--- config.mk ---
export PLATFORM = sky130hd
export DESIGN_NAME = strict_priority_class_queues_unit_flat
export DESIGN_NICKNAME = d
export VERILOG_FILES = /design/src/design/spcq_pkg.sv /design/src/design/spcq_if.sv /design/src/design/strict_priority_class_queues_unit.sv /design/src/flat_wrapper.sv
export SDC_FILE = /design/constraint.sdc
export NUM_CORES = 2
export LEC_CHECK = 0
export ABC_AREA = 1
export ABC_CLOCK_PERIOD_IN_PS = 6600
export BUFFER_PORTS_ARGS = -buffer_cell sky130_fd_sc_hd__buf_4
export CELL_PAD_IN_SITES_DETAIL_PLACEMENT = 0
export CELL_PAD_IN_SITES_GLOBAL_PLACEMENT = 2
export CORE_UTILIZATION = 40
export DETAILED_ROUTE_END_ITERATION = 16
export PLACE_DENSITY_LB_ADDON = 0.1
export SYNTH_ARGS = -nofsm -noshare
export SYNTH_HDL_FRONTEND = slang
export SYNTH_SLANG_ARGS = --single-unit
--- constraint.sdc ---
create_clock -name clk -period 6.6 [get_ports clk]
set_input_delay 0.66 -clock clk [delete_from_list [all_inputs] [get_ports clk]]
set_output_delay 0.66 -clock clk [all_outputs]
set_load 0.02 [all_outputs]
--- src/design/spcq_pkg.sv ---
// ----------------------------------------------------------------------------
// spcq_pkg
// Shared widths and codes for the strict-priority class queue block.
// ----------------------------------------------------------------------------
package spcq_pkg;

  // Payload widths fixed by the channel definitions
  localparam int KIND_W        = 2;
  localparam int HANDLE_PORT_W = 16;
  localparam int MASK_W        = 4;
  localparam int STATUS_W      = 3;
  localparam int CLASS_PORT_W  = 2;
  localparam int LEVEL_W       = 7;

  // Configuration channel
  localparam int CFG_IDX_W  = 3;
  localparam int CFG_DATA_W = 7;
  localparam int LEVEL_REGS = 4;
  localparam logic [CFG_IDX_W-1:0] CFG_DEFAULT_MASK = 3'd4;
  localparam logic [MASK_W-1:0]    DEFAULT_MASK_RST = 4'b1000;

  // Operation codes
  localparam logic [KIND_W-1:0] KIND_ENQUEUE = 2'd0;
  localparam logic [KIND_W-1:0] KIND_DEQUEUE = 2'd1;
  localparam logic [KIND_W-1:0] KIND_PEEK    = 2'd2;

  // Result status codes
  localparam logic [STATUS_W-1:0] ST_ENQUEUED = 3'd0;
  localparam logic [STATUS_W-1:0] ST_NO_CLASS = 3'd1;
  localparam logic [STATUS_W-1:0] ST_FULL     = 3'd2;
  localparam logic [STATUS_W-1:0] ST_RETURNED = 3'd3;
  localparam logic [STATUS_W-1:0] ST_EMPTY    = 3'd4;

endpackage

--- src/design/spcq_if.sv ---
// ----------------------------------------------------------------------------
// spcq_if
// Valid/ready channels of the strict-priority class queue block.
// ----------------------------------------------------------------------------
interface spcq_in_if;
  import spcq_pkg::*;

  logic                     valid;
  logic                     ready;
  logic [KIND_W-1:0]        kind;
  logic [HANDLE_PORT_W-1:0] packet_handle;
  logic [MASK_W-1:0]        match_mask;

  modport source (output valid, output kind, output packet_handle, output match_mask,
                  input ready);
  modport sink   (input valid, input kind, input packet_handle, input match_mask,
                  output ready);
endinterface

interface spcq_out_if;
  import spcq_pkg::*;

  logic                     valid;
  logic                     ready;
  logic [STATUS_W-1:0]      status;
  logic [HANDLE_PORT_W-1:0] out_handle;
  logic [CLASS_PORT_W-1:0]  class_index;

  modport source (output valid, output status, output out_handle, output class_index,
                  input ready);
  modport sink   (input valid, input status, input out_handle, input class_index,
                  output ready);
endinterface

interface spcq_cfg_if;
  import spcq_pkg::*;

  logic                  valid;
  logic                  ready;
  logic [CFG_IDX_W-1:0]  index;
  logic [CFG_DATA_W-1:0] data;

  modport source (output valid, output index, output data, input ready);
  modport sink   (input valid, input index, input data, output ready);
endinterface

--- src/design/strict_priority_class_queues_unit.sv ---
// ----------------------------------------------------------------------------
// strict_priority_class_queues_unit
// Per-class handle FIFOs with strict-priority dequeue and head peek.
// ----------------------------------------------------------------------------
//
//  channel | dir | payload                              | transfer when
//  --------+-----+--------------------------------------+-------------------
//  req     | in  | kind, packet_handle, match_mask      | valid && ready
//  rsp     | out | status, out_handle, class_index      | valid && ready
//  cfg     | in  | index, data (register write)         | valid && ready
//
//  One item per cycle sustained while rsp is ready. A request transfer is
//  registered, decided (class select, count/head update, one store write
//  or read) and its result registered in the result stage.
//  The store has one write and one registered read port; one op per cycle.
//  rst (sync, active high) empties all queues and restores register values.
//  rsp stalls hold the result stage; req.ready drops only when both stages
//  are full. cfg is always ready.
//
module strict_priority_class_queues_unit #(
  parameter int NUM_CLASSES  = 4,
  parameter int FIFO_DEPTH   = 16,
  parameter int HANDLE_WIDTH = 16,
  parameter int LEVEL_LIMIT  = 100
) (
  input logic         clk,
  input logic         rst,
  spcq_in_if.sink     req,
  spcq_out_if.source  rsp,
  spcq_cfg_if.sink    cfg
);
  import spcq_pkg::*;

  localparam int CLS_W   = $clog2(NUM_CLASSES);
  localparam int HEAD_W  = $clog2(FIFO_DEPTH);
  localparam int CNT_W   = $clog2(FIFO_DEPTH + 1);
  localparam int ADDR_W  = $clog2(NUM_CLASSES * FIFO_DEPTH);
  localparam int NUM_SEL = (NUM_CLASSES < MASK_W) ? NUM_CLASSES : MASK_W;
  localparam int HEXT_W  = (HANDLE_WIDTH > HANDLE_PORT_W) ? HANDLE_WIDTH : HANDLE_PORT_W;
  localparam int CEXT_W  = (CLS_W > CLASS_PORT_W) ? CLS_W : CLASS_PORT_W;
  localparam int LIM_W   = LEVEL_W + 1;

  localparam logic [CNT_W:0]   DEPTH_SUM  = (CNT_W + 1)'(FIFO_DEPTH);
  localparam logic [CNT_W-1:0] DEPTH_CNT  = CNT_W'(FIFO_DEPTH);
  localparam logic [HEAD_W-1:0] HEAD_LAST = HEAD_W'(FIFO_DEPTH - 1);
  localparam logic [ADDR_W-1:0] DEPTH_A   = ADDR_W'(FIFO_DEPTH);
  localparam logic [LIM_W-1:0] LIMIT      = LIM_W'(LEVEL_LIMIT);

  // Configuration registers
  logic [LEVEL_W-1:0] level [NUM_CLASSES];
  logic [MASK_W-1:0]  default_mask;

  // Queue state
  logic [HEAD_W-1:0]       head  [NUM_CLASSES];
  logic [CNT_W-1:0]        count [NUM_CLASSES];
  logic [CLS_W-1:0]        last_served;
  logic [HANDLE_WIDTH-1:0] store [NUM_CLASSES * FIFO_DEPTH];

  // Decision stage (registered request)
  logic                    a_valid;
  logic [KIND_W-1:0]       a_kind;
  logic [HANDLE_WIDTH-1:0] a_handle;
  logic [MASK_W-1:0]       a_match;
  logic                    a_adv;

  // Result stage
  logic                    b_valid;
  logic [STATUS_W-1:0]     b_status;
  logic [CLS_W-1:0]        b_cls;
  logic [HANDLE_WIDTH-1:0] rd_data;

  // Decision outputs
  logic                enq_found;
  logic [CLS_W-1:0]    enq_cls;
  logic                deq_found;
  logic [CLS_W-1:0]    deq_cls;
  logic [LEVEL_W-1:0]  deq_lvl;
  logic [CNT_W:0]      tail_sum;
  logic [HEAD_W-1:0]   tail_slot;
  logic [HEAD_W-1:0]   deq_head_next;
  logic [STATUS_W-1:0] d_status;
  logic [CLS_W-1:0]    d_cls;
  logic                d_wr;
  logic                d_deq;
  logic                d_rd;
  logic [ADDR_W-1:0]   wr_addr;
  logic [ADDR_W-1:0]   rd_addr;
  logic [CLS_W-1:0]    rd_cls;

  logic [HEXT_W-1:0]       in_ext;
  logic [HEXT_W-1:0]       out_ext;
  logic [CEXT_W-1:0]       cls_ext;

  // ---------------------------------------------------------------------
  // Handshakes: the decision stage moves on when the result stage is
  // empty or its result is taken in the same cycle.
  // ---------------------------------------------------------------------
  assign a_adv     = a_valid && (!b_valid || rsp.ready);
  assign req.ready = !a_valid || a_adv;
  assign cfg.ready = 1'b1;

  assign in_ext = HEXT_W'(req.packet_handle);

  always_ff @(posedge clk) begin
    if (rst) begin
      a_valid <= 1'b0;
    end else if (req.valid && req.ready) begin
      a_valid <= 1'b1;
    end else if (a_adv) begin
      a_valid <= 1'b0;
    end
    if (req.valid && req.ready) begin
      a_kind   <= req.kind;
      a_handle <= in_ext[HANDLE_WIDTH-1:0];  // handles kept at HANDLE_WIDTH bits
      a_match  <= req.match_mask;
    end
  end

  // ---------------------------------------------------------------------
  // Class selection
  // ---------------------------------------------------------------------
  always_comb begin
    // Enqueue: lowest matching filter, else highest default class
    enq_found = 1'b0;
    enq_cls   = '0;
    for (int i = NUM_SEL - 1; i >= 0; i--) begin
      if (a_match[i]) begin
        enq_found = 1'b1;
        enq_cls   = CLS_W'(i);
      end
    end
    if (!enq_found) begin
      for (int i = 0; i < NUM_SEL; i++) begin
        if (default_mask[i]) begin
          enq_found = 1'b1;
          enq_cls   = CLS_W'(i);
        end
      end
    end

    // Dequeue: lowest servable level, ties to the lowest index
    deq_found = 1'b0;
    deq_cls   = '0;
    deq_lvl   = '0;
    for (int i = 0; i < NUM_CLASSES; i++) begin
      if (count[i] != '0 && LIM_W'(level[i]) < LIMIT &&
          (!deq_found || level[i] < deq_lvl)) begin
        deq_found = 1'b1;
        deq_cls   = CLS_W'(i);
        deq_lvl   = level[i];
      end
    end
  end

  // Tail slot: head + count wraps at most once
  always_comb begin
    tail_sum = (CNT_W + 1)'(head[enq_cls]) + (CNT_W + 1)'(count[enq_cls]);
    if (tail_sum >= DEPTH_SUM) begin
      tail_sum = tail_sum - DEPTH_SUM;
    end
    tail_slot = tail_sum[HEAD_W-1:0];
  end

  assign deq_head_next = (head[deq_cls] == HEAD_LAST) ? '0 : head[deq_cls] + 1'b1;

  always_comb begin
    d_status = ST_EMPTY;
    d_cls    = '0;
    d_wr     = 1'b0;
    d_deq    = 1'b0;
    d_rd     = 1'b0;
    rd_cls   = last_served;
    unique case (a_kind)
      KIND_ENQUEUE: begin
        if (!enq_found) begin
          d_status = ST_NO_CLASS;
        end else if (count[enq_cls] >= DEPTH_CNT) begin
          d_status = ST_FULL;
          d_cls    = enq_cls;
        end else begin
          d_status = ST_ENQUEUED;
          d_cls    = enq_cls;
          d_wr     = 1'b1;
        end
      end
      KIND_DEQUEUE: begin
        if (deq_found) begin
          d_status = ST_RETURNED;
          d_cls    = deq_cls;
          d_deq    = 1'b1;
          d_rd     = 1'b1;
          rd_cls   = deq_cls;
        end
      end
      KIND_PEEK: begin
        d_cls = last_served;
        if (count[last_served] != '0) begin
          d_status = ST_RETURNED;
          d_rd     = 1'b1;
        end
      end
      default: begin
        // unused operation code: empty result, no state change
      end
    endcase
  end

  assign wr_addr = ADDR_W'(enq_cls) * DEPTH_A + ADDR_W'(tail_slot);
  assign rd_addr = ADDR_W'(rd_cls) * DEPTH_A + ADDR_W'(head[rd_cls]);

  // ---------------------------------------------------------------------
  // Queue state and configuration
  // ---------------------------------------------------------------------
  always_ff @(posedge clk) begin
    if (rst) begin
      for (int i = 0; i < NUM_CLASSES; i++) begin
        head[i]  <= '0;
        count[i] <= '0;
        level[i] <= LEVEL_W'(i);
      end
      last_served  <= '0;
      default_mask <= DEFAULT_MASK_RST;
    end else begin
      if (a_adv && d_wr) begin
        count[enq_cls] <= count[enq_cls] + 1'b1;
      end
      if (a_adv && d_deq) begin
        head[deq_cls]  <= deq_head_next;
        count[deq_cls] <= count[deq_cls] - 1'b1;
        last_served    <= deq_cls;
      end
      if (cfg.valid && cfg.ready) begin
        // classes past the level registers keep their reset level
        for (int i = 0; i < NUM_CLASSES; i++) begin
          if (i < LEVEL_REGS && cfg.index == CFG_IDX_W'(i)) begin
            level[i] <= cfg.data[LEVEL_W-1:0];
          end
        end
        if (cfg.index == CFG_DEFAULT_MASK) begin
          default_mask <= cfg.data[MASK_W-1:0];
        end
      end
    end
  end

  // Handle store: one write port, one registered read port
  always_ff @(posedge clk) begin
    if (a_adv && d_wr) begin
      store[wr_addr] <= a_handle;
    end
    if (a_adv) begin
      rd_data <= d_rd ? store[rd_addr] : '0;
    end
  end

  // ---------------------------------------------------------------------
  // Result stage
  // ---------------------------------------------------------------------
  always_ff @(posedge clk) begin
    if (rst) begin
      b_valid <= 1'b0;
    end else if (a_adv) begin
      b_valid <= 1'b1;
    end else if (rsp.ready) begin
      b_valid <= 1'b0;
    end
    if (a_adv) begin
      b_status <= d_status;
      b_cls    <= d_cls;
    end
  end

  assign out_ext = HEXT_W'(rd_data);
  assign cls_ext = CEXT_W'(b_cls);

  assign rsp.valid       = b_valid;
  assign rsp.status      = b_status;
  assign rsp.out_handle  = out_ext[HANDLE_PORT_W-1:0];
  assign rsp.class_index = cls_ext[CLASS_PORT_W-1:0];

endmodule
--- src/flat_wrapper.sv ---
// flat-port wrapper written by rule: the top's interface ports become plain ports
module strict_priority_class_queues_unit_flat import spcq_pkg::*;
#(
  parameter int NUM_CLASSES  = 4,
  parameter int FIFO_DEPTH   = 16,
  parameter int HANDLE_WIDTH = 16,
  parameter int LEVEL_LIMIT  = 100
)
  (clk, rst, req_valid, req_kind, req_packet_handle, req_match_mask, req_ready, rsp_valid, rsp_status, rsp_out_handle, rsp_class_index, rsp_ready, cfg_valid, cfg_index, cfg_data, cfg_ready);
  spcq_in_if req_i ();
  spcq_out_if rsp_i ();
  spcq_cfg_if cfg_i ();
  input logic clk;
  input logic rst;
  input wire logic [$bits(req_i.valid)-1:0] req_valid;
  input wire logic [$bits(req_i.kind)-1:0] req_kind;
  input wire logic [$bits(req_i.packet_handle)-1:0] req_packet_handle;
  input wire logic [$bits(req_i.match_mask)-1:0] req_match_mask;
  output wire logic [$bits(req_i.ready)-1:0] req_ready;
  output wire logic [$bits(rsp_i.valid)-1:0] rsp_valid;
  output wire logic [$bits(rsp_i.status)-1:0] rsp_status;
  output wire logic [$bits(rsp_i.out_handle)-1:0] rsp_out_handle;
  output wire logic [$bits(rsp_i.class_index)-1:0] rsp_class_index;
  input wire logic [$bits(rsp_i.ready)-1:0] rsp_ready;
  input wire logic [$bits(cfg_i.valid)-1:0] cfg_valid;
  input wire logic [$bits(cfg_i.index)-1:0] cfg_index;
  input wire logic [$bits(cfg_i.data)-1:0] cfg_data;
  output wire logic [$bits(cfg_i.ready)-1:0] cfg_ready;
  assign req_i.valid = req_valid;
  assign req_i.kind = req_kind;
  assign req_i.packet_handle = req_packet_handle;
  assign req_i.match_mask = req_match_mask;
  assign req_ready = req_i.ready;
  assign rsp_valid = rsp_i.valid;
  assign rsp_status = rsp_i.status;
  assign rsp_out_handle = rsp_i.out_handle;
  assign rsp_class_index = rsp_i.class_index;
  assign rsp_i.ready = rsp_ready;
  assign cfg_i.valid = cfg_valid;
  assign cfg_i.index = cfg_index;
  assign cfg_i.data = cfg_data;
  assign cfg_ready = cfg_i.ready;
  strict_priority_class_queues_unit #(.NUM_CLASSES(NUM_CLASSES), .FIFO_DEPTH(FIFO_DEPTH), .HANDLE_WIDTH(HANDLE_WIDTH), .LEVEL_LIMIT(LEVEL_LIMIT)) u_core (.clk(clk), .rst(rst), .req(req_i), .rsp(rsp_i), .cfg(cfg_i));
endmodule
# [Word-level counts from Yosys, hierarchy flattened]
# Memories as Yosys holds them, arrays and structs flattened. A register that Yosys moved wholly into a read port is not among the register bits.
# Cells that the tools add are included.
[word_totals] register_bits=35 latch_bits=0 ramBits=1088 rom_bits=0 memories=4
[memory_table] name="u_core.store" depth=64 width=16 read_ports=1 rd_clocked_by_memory_dff=1 wr=1 line="strict_priority_class_queues_unit.sv:57" source="logic [HANDLE_WIDTH-1:0] store [NUM_CLASSES * FIFO_DEPTH];"
[memory_table] name="u_core.level" depth=4 width=7 read_ports=4 rd_clocked_by_memory_dff=0 wr=4 line="strict_priority_class_queues_unit.sv:50" source="logic [LEVEL_W-1:0] level [NUM_CLASSES];"
[memory_table] name="u_core.count" depth=4 width=5 read_ports=7 rd_clocked_by_memory_dff=1 wr=4 line="strict_priority_class_queues_unit.sv:55" source="logic [CNT_W-1:0] count [NUM_CLASSES];"
[memory_table] name="u_core.head" depth=4 width=4 read_ports=3 rd_clocked_by_memory_dff=0 wr=4 line="strict_priority_class_queues_unit.sv:54" source="logic [HEAD_W-1:0] head [NUM_CLASSES];"
[op_classes] add_sub_neg=7 multipliers=0 div_mod_pow=0 magnitude_cmp=9 eq_ne=7 shift=0 mux=91 bitwise_logic=4 n_reduce_logical=35
[op_table] operator="$mux 1" count=52
[op_table] operator="$mux 7" count=7
[op_table] operator="$mux 2" count=21
[op_table] operator="$lt 7x7->1 const B" count=4
[op_table] operator="$reduce_bool 5->1" count=5
[op_table] operator="$lt 7x7->1" count=3
[op_table] operator="$add 6x4->6" count=2
[op_table] operator="$mux 4" count=3
[op_table] operator="$logic_and 1x1->1" count=11
[op_table] operator="$mux 5" count=2
[op_table] operator="$reduce_or 5->1" count=2
[op_table] operator="$mux 3" count=3
[op_table] operator="$pmux 3 s3" count=1
[op_table] operator="$add 4x5->6" count=1
[op_table] operator="$eq 3x2->1 const B" count=2
[op_table] operator="$ge 6x5->1 const B" count=1
[op_table] operator="$logic_not 1->1" count=6
[op_table] operator="$pmux 2 s3" count=1
[op_table] operator="$add 5x1->5 const B" count=1
[op_table] operator="$ge 5x5->1 const B" count=1
[op_table] operator="$logic_or 1x1->1" count=5
[op_table] operator="$sub 5x1->5 const B" count=1
[op_table] operator="$add 4x1->4 const B" count=1
[op_table] operator="$eq 4x4->1 const B" count=1
[op_table] operator="12 further kinds" count=16

# [Depth between registers and ports, before layout]
# An unclocked memory read counts as a cell.
[logic_depth] ltp_word=24 ltp_mapped=56 ltp_nobuf=52

# [Worst setup path after synthesis]
# OpenSTA, ideal clock, no wires.
[synth_path] path_kind="flip-flop to flip-flop" from="mem u_core.level[0][4]" to="reg u_core.rd_data[0], in the netlist u_core.rsp.out_handle[0] (read register of u_core.store), data pin" t_arrival_ps=5496 t_required_ps=6330 slack_ps=834 path_stages_with_launch=49 path_buffers=5 synth_period_minus_slack_ps=5766 path_cell_list="edfxtp_1 -> nor3_1 -> nand3b_1 -> nand2_1 -> inv_2 -> nand2_1 -> ha_1 -> a21oi_1 -> nand2_1 -> nand2_1 -> nand2_1 -> nand2_1 -> nand2_1 -> nand2_2 -> nand2_2 -> clkbuf_1 -> o21ai_0 -> ha_1 -> [... 13 more ...] -> nand2_1 -> nand2_2 -> nand2_4 -> nand2_4 -> nand2_1 -> o21ai_2 -> buf_6 -> nand3_2 -> nand2_4 -> buf_4 -> buf_4 -> nand2_1 -> nand3_1 -> nand3_1 -> nand3_1 -> nand3_1 -> nand3_1 -> a21oi_1"
[synth_lines] element="from (decl)" line="strict_priority_class_queues_unit.sv:50"
[synth_lines] element="to (decl)" line="strict_priority_class_queues_unit.sv:70" source="logic [HANDLE_WIDTH-1:0] rd_data;"

==> results.cfg <==
[global_route]
antenna_found_initial = 3
grt_pass1_wl_um = 228000
grt_overflow = 0
grt_max_degree = 73
use_met2 = 0.381
globalRoute.busiestLayer = met2
grtUsageMet3 = 0.0372
use_met1 = 0.362
grt_pass1_vias = 33300
grt_usage = 0.245

[synthesis]
synth_fa_ha_area_frac = 0.00730
synth_top_area_share = 0.669
synth_top_family_by_area = simple AND/OR/NAND/NOR gates
netlist_area_um2 = 50700
yosys_warnings = 0
yosys.area_share.simple = 0.209
synth.avg_cell_area_um2 = 10.2
synth_edf_count = 1131
ys_seq_area_frac = 0.673
async_reset_ff_frac = 0
synthXorXnorAreaFrac = 0.00121
synth-seq-cells = 1141
synth_top_area_cell = edfxtp_1
yosysMostFrequentCell = nand2_1
synth.top_cells.by_count = 1315 x nand2_1, 1131 x edfxtp_1, 954 x nand3_1, 952 x inv_1, 168 x nor2_1
synth_flop_cell = edfxtp_1
synth-compound-area-share = 0.0139
ys_types = 45
syn_nets = 5020
synthCells = 4954
muxShareOfSynthArea = 0
ys_top_cells_by_area = edfxtp_1 67%, nand2_1 9.7%, nand3_1 9.4%

[critical_path]
crit_type = reg2reg
r2r_cells = 49
r2r_slack_ps = 310
crit_arrival_ps = 6740
cp_max_fo = 21
slowest_stage = edfxtp_1
end_kind = register
endpoint = u_core.rsp.out_handle[1]$_SDFFCE_PN0P_
critPathRequiredTime_ps = 7050
cpMostUsedCell = nand2_1
r2r-start = u_core.level[0][2]$_SDFFCE_PN0P_
critPathLaunch = u_core.level[0][2]$_SDFFCE_PN0P_
worstSetupStartpointType = register
cpPeakStageDelay_ps = 380
r2r-end = u_core.rsp.out_handle[1]$_SDFFCE_PN0P_

[drt]
num_vias = 35600
drtPass1Iterations = 5
wl_per_cell_um = 23.4
drc = 0
via_per_inst = 5.04
routed_wl_um = 165000
antenna_left = 0
drt_iter0_drc = 3442

[pwr]
p_per_area_nw_per_um2 = 331
p_leak_uw = 0.0261
p_total_uw = 20400
ir_drop_mv = 0.300

[finish]
final_cells = 7064
diodes = 0
drive_gt1_frac = 0.150
final_area_um2 = 61700
fin_nets = 5383
syn2layout_area_growth_pct = 21.6

[sta]
tightest_slew_ps = 1260
fin_crit_sh = 0.953
hold_violations = 0
rsz0062_at_grt = yes
setup_viol = 0
clock.fmax_ghz = 0.159
slew_violations = 0
setup_ws_ps = 311
hold_slack_ps = 76.8
min_period_ps = 6290
finClkSkew_ps = 23.0
relSlewSlack = 0.161

[outcome]
outcome = completed

[job]
drv_cap = 0

[clock_network]
clkSinkCount = 1141
clkLatencyLatePin_ps = 760
cts_max_path_buffers = 3
cts_hold_buf = 0
cts.root.buffer_cell = clkbuf_16
htree_levels = 4
cts_tree = built
clkTransAtPathRegs_ps = 60
cts_buffers = 132

[placed_design]
io_buffers = 59
place_inst = 6761
place_congestion = 0.837
post-dp-hpwl_um = 94000
pre_cts_ws_ps = -113
dpl_cell_area_um2 = 55400

[floorplan]
fp.dieArea_um2 = 128000
io_pins = 61
fp.dieH_um = 358
die_w_um = 358
rows = 130
fp.coreArea_um2 = 126000
initial_core_util = 0.404

[worst_hold_path]
hold_path_class = in2reg
==> stage by stage <==
step           TNS, ps  utilization
6_report             0        0.491
5_1_grt          -1460        0.491
4_1_cts              0        0.471
3_5_place_dp      -900        0.440
3_3_place_gp      -675        0.440
2_1_floorplan        0            -
==> repair_timing <==
item	CTS	global route
pin swaps	2	49
setup endpoints to repair	16	45
gates cloned	0	40
endpoints found under the hold margin	0	0
resized for setup	13	258
setup buffers	1	32
==> logic make-up (layout without fill, tap and decap cells) <==
family / Yosys count / after routing
buf+inv: 1188 / 1647
flops: 1141 / 1141
xor+xnor: 7 / 7
compound gates: 117 / 117
simple gates: 2471 / 2472
other cells: 1 / 1
fa+ha+maj: 29 / 29
==> cells in the final DEF (no fill, tap or decap), types with 7 or more instances in the layout <==
cell	instances
a21oi_1	36
buf_12	58
buf_16	21
buf_4	313
buf_6	23
buf_8	12
clkbuf_1	38
clkbuf_16	166
clkinv_1	37
clkinv_2	14
dfxtp_1	10
edfxtp_1	1131
ha_1	23
inv_1	950
nand2_1	1301
nand2_2	11
nand2_4	11
nand3_1	825
nand3_2	124
nand3_4	9
nor2_1	160
nor2_2	8
o21ai_0	21
o21ai_1	7
o22ai_1	12
==> how the worst min path moves through the flow <==
stage                                              startpoint                                   to  cells past startpoint
after floorplan           u_core.default_mask[0]$_SDFFE_PP0P_  u_core.default_mask[0]$_SDFFE_PP0P_                      2
after global placement    u_core.default_mask[2]$_SDFFE_PP0P_  u_core.default_mask[2]$_SDFFE_PP0P_                      2
after detailed placement  u_core.default_mask[2]$_SDFFE_PP0P_  u_core.default_mask[2]$_SDFFE_PP0P_                      2
after CTS                                req_packet_handle[8]         u_core.a_handle[8]$_DFFE_PP_                      1
after global routing                     req_packet_handle[7]         u_core.a_handle[7]$_DFFE_PP_                      1
final                                    req_packet_handle[8]         u_core.a_handle[8]$_DFFE_PP_                      1
==> power breakdown <==
group	internal, uW	switching (uW)	total, uW	leakage, uW
logic	2090	3540	5630	0.0139
registers	8030	42.0	8070	0.0103
clock network	3820	2890	6710	0.00188
==> area by class of cell <==
class / instances / area (um2)
clock buffer: 175 / 3570
clock inverter: 56 / 279
tap: 1650 / 2060
multi-input combinational: 2626 / 12700
fill: 11500 / 64000
timing repair buffer: 456 / 5250
inverter: 960 / 3640
sequential: 1141 / 34200
==> sequential cells by signal, indices dropped and copies added (netlist names), 3 cells and up, named ones only <==
register / flops
u_core.level: 28
u_core.head: 16
u_core.store: 1024
u_core.rsp.out_handle: 16
u_core.rsp.status: 3
u_core.a_match: 4
u_core.count: 20
u_core.default_mask: 4
u_core.a_handle: 16
==> critical path, delay by kind of cell (launching register included) <==
kind | cells | cell delay, ps
compound gates | 7 | 930
buf+inv | 8 | 1000
fa+ha+maj | 3 | 680
simple gates | 31 | 2960
flops | 1 | 380
==> routing by layer <==
layer	routed length [um]	vias up
met5	0	-
met4	2950	0
met3	10700	186
met2	74600	1081
met1	76800	17400
li1	-	16900
(Power assumes the default switching activity.)
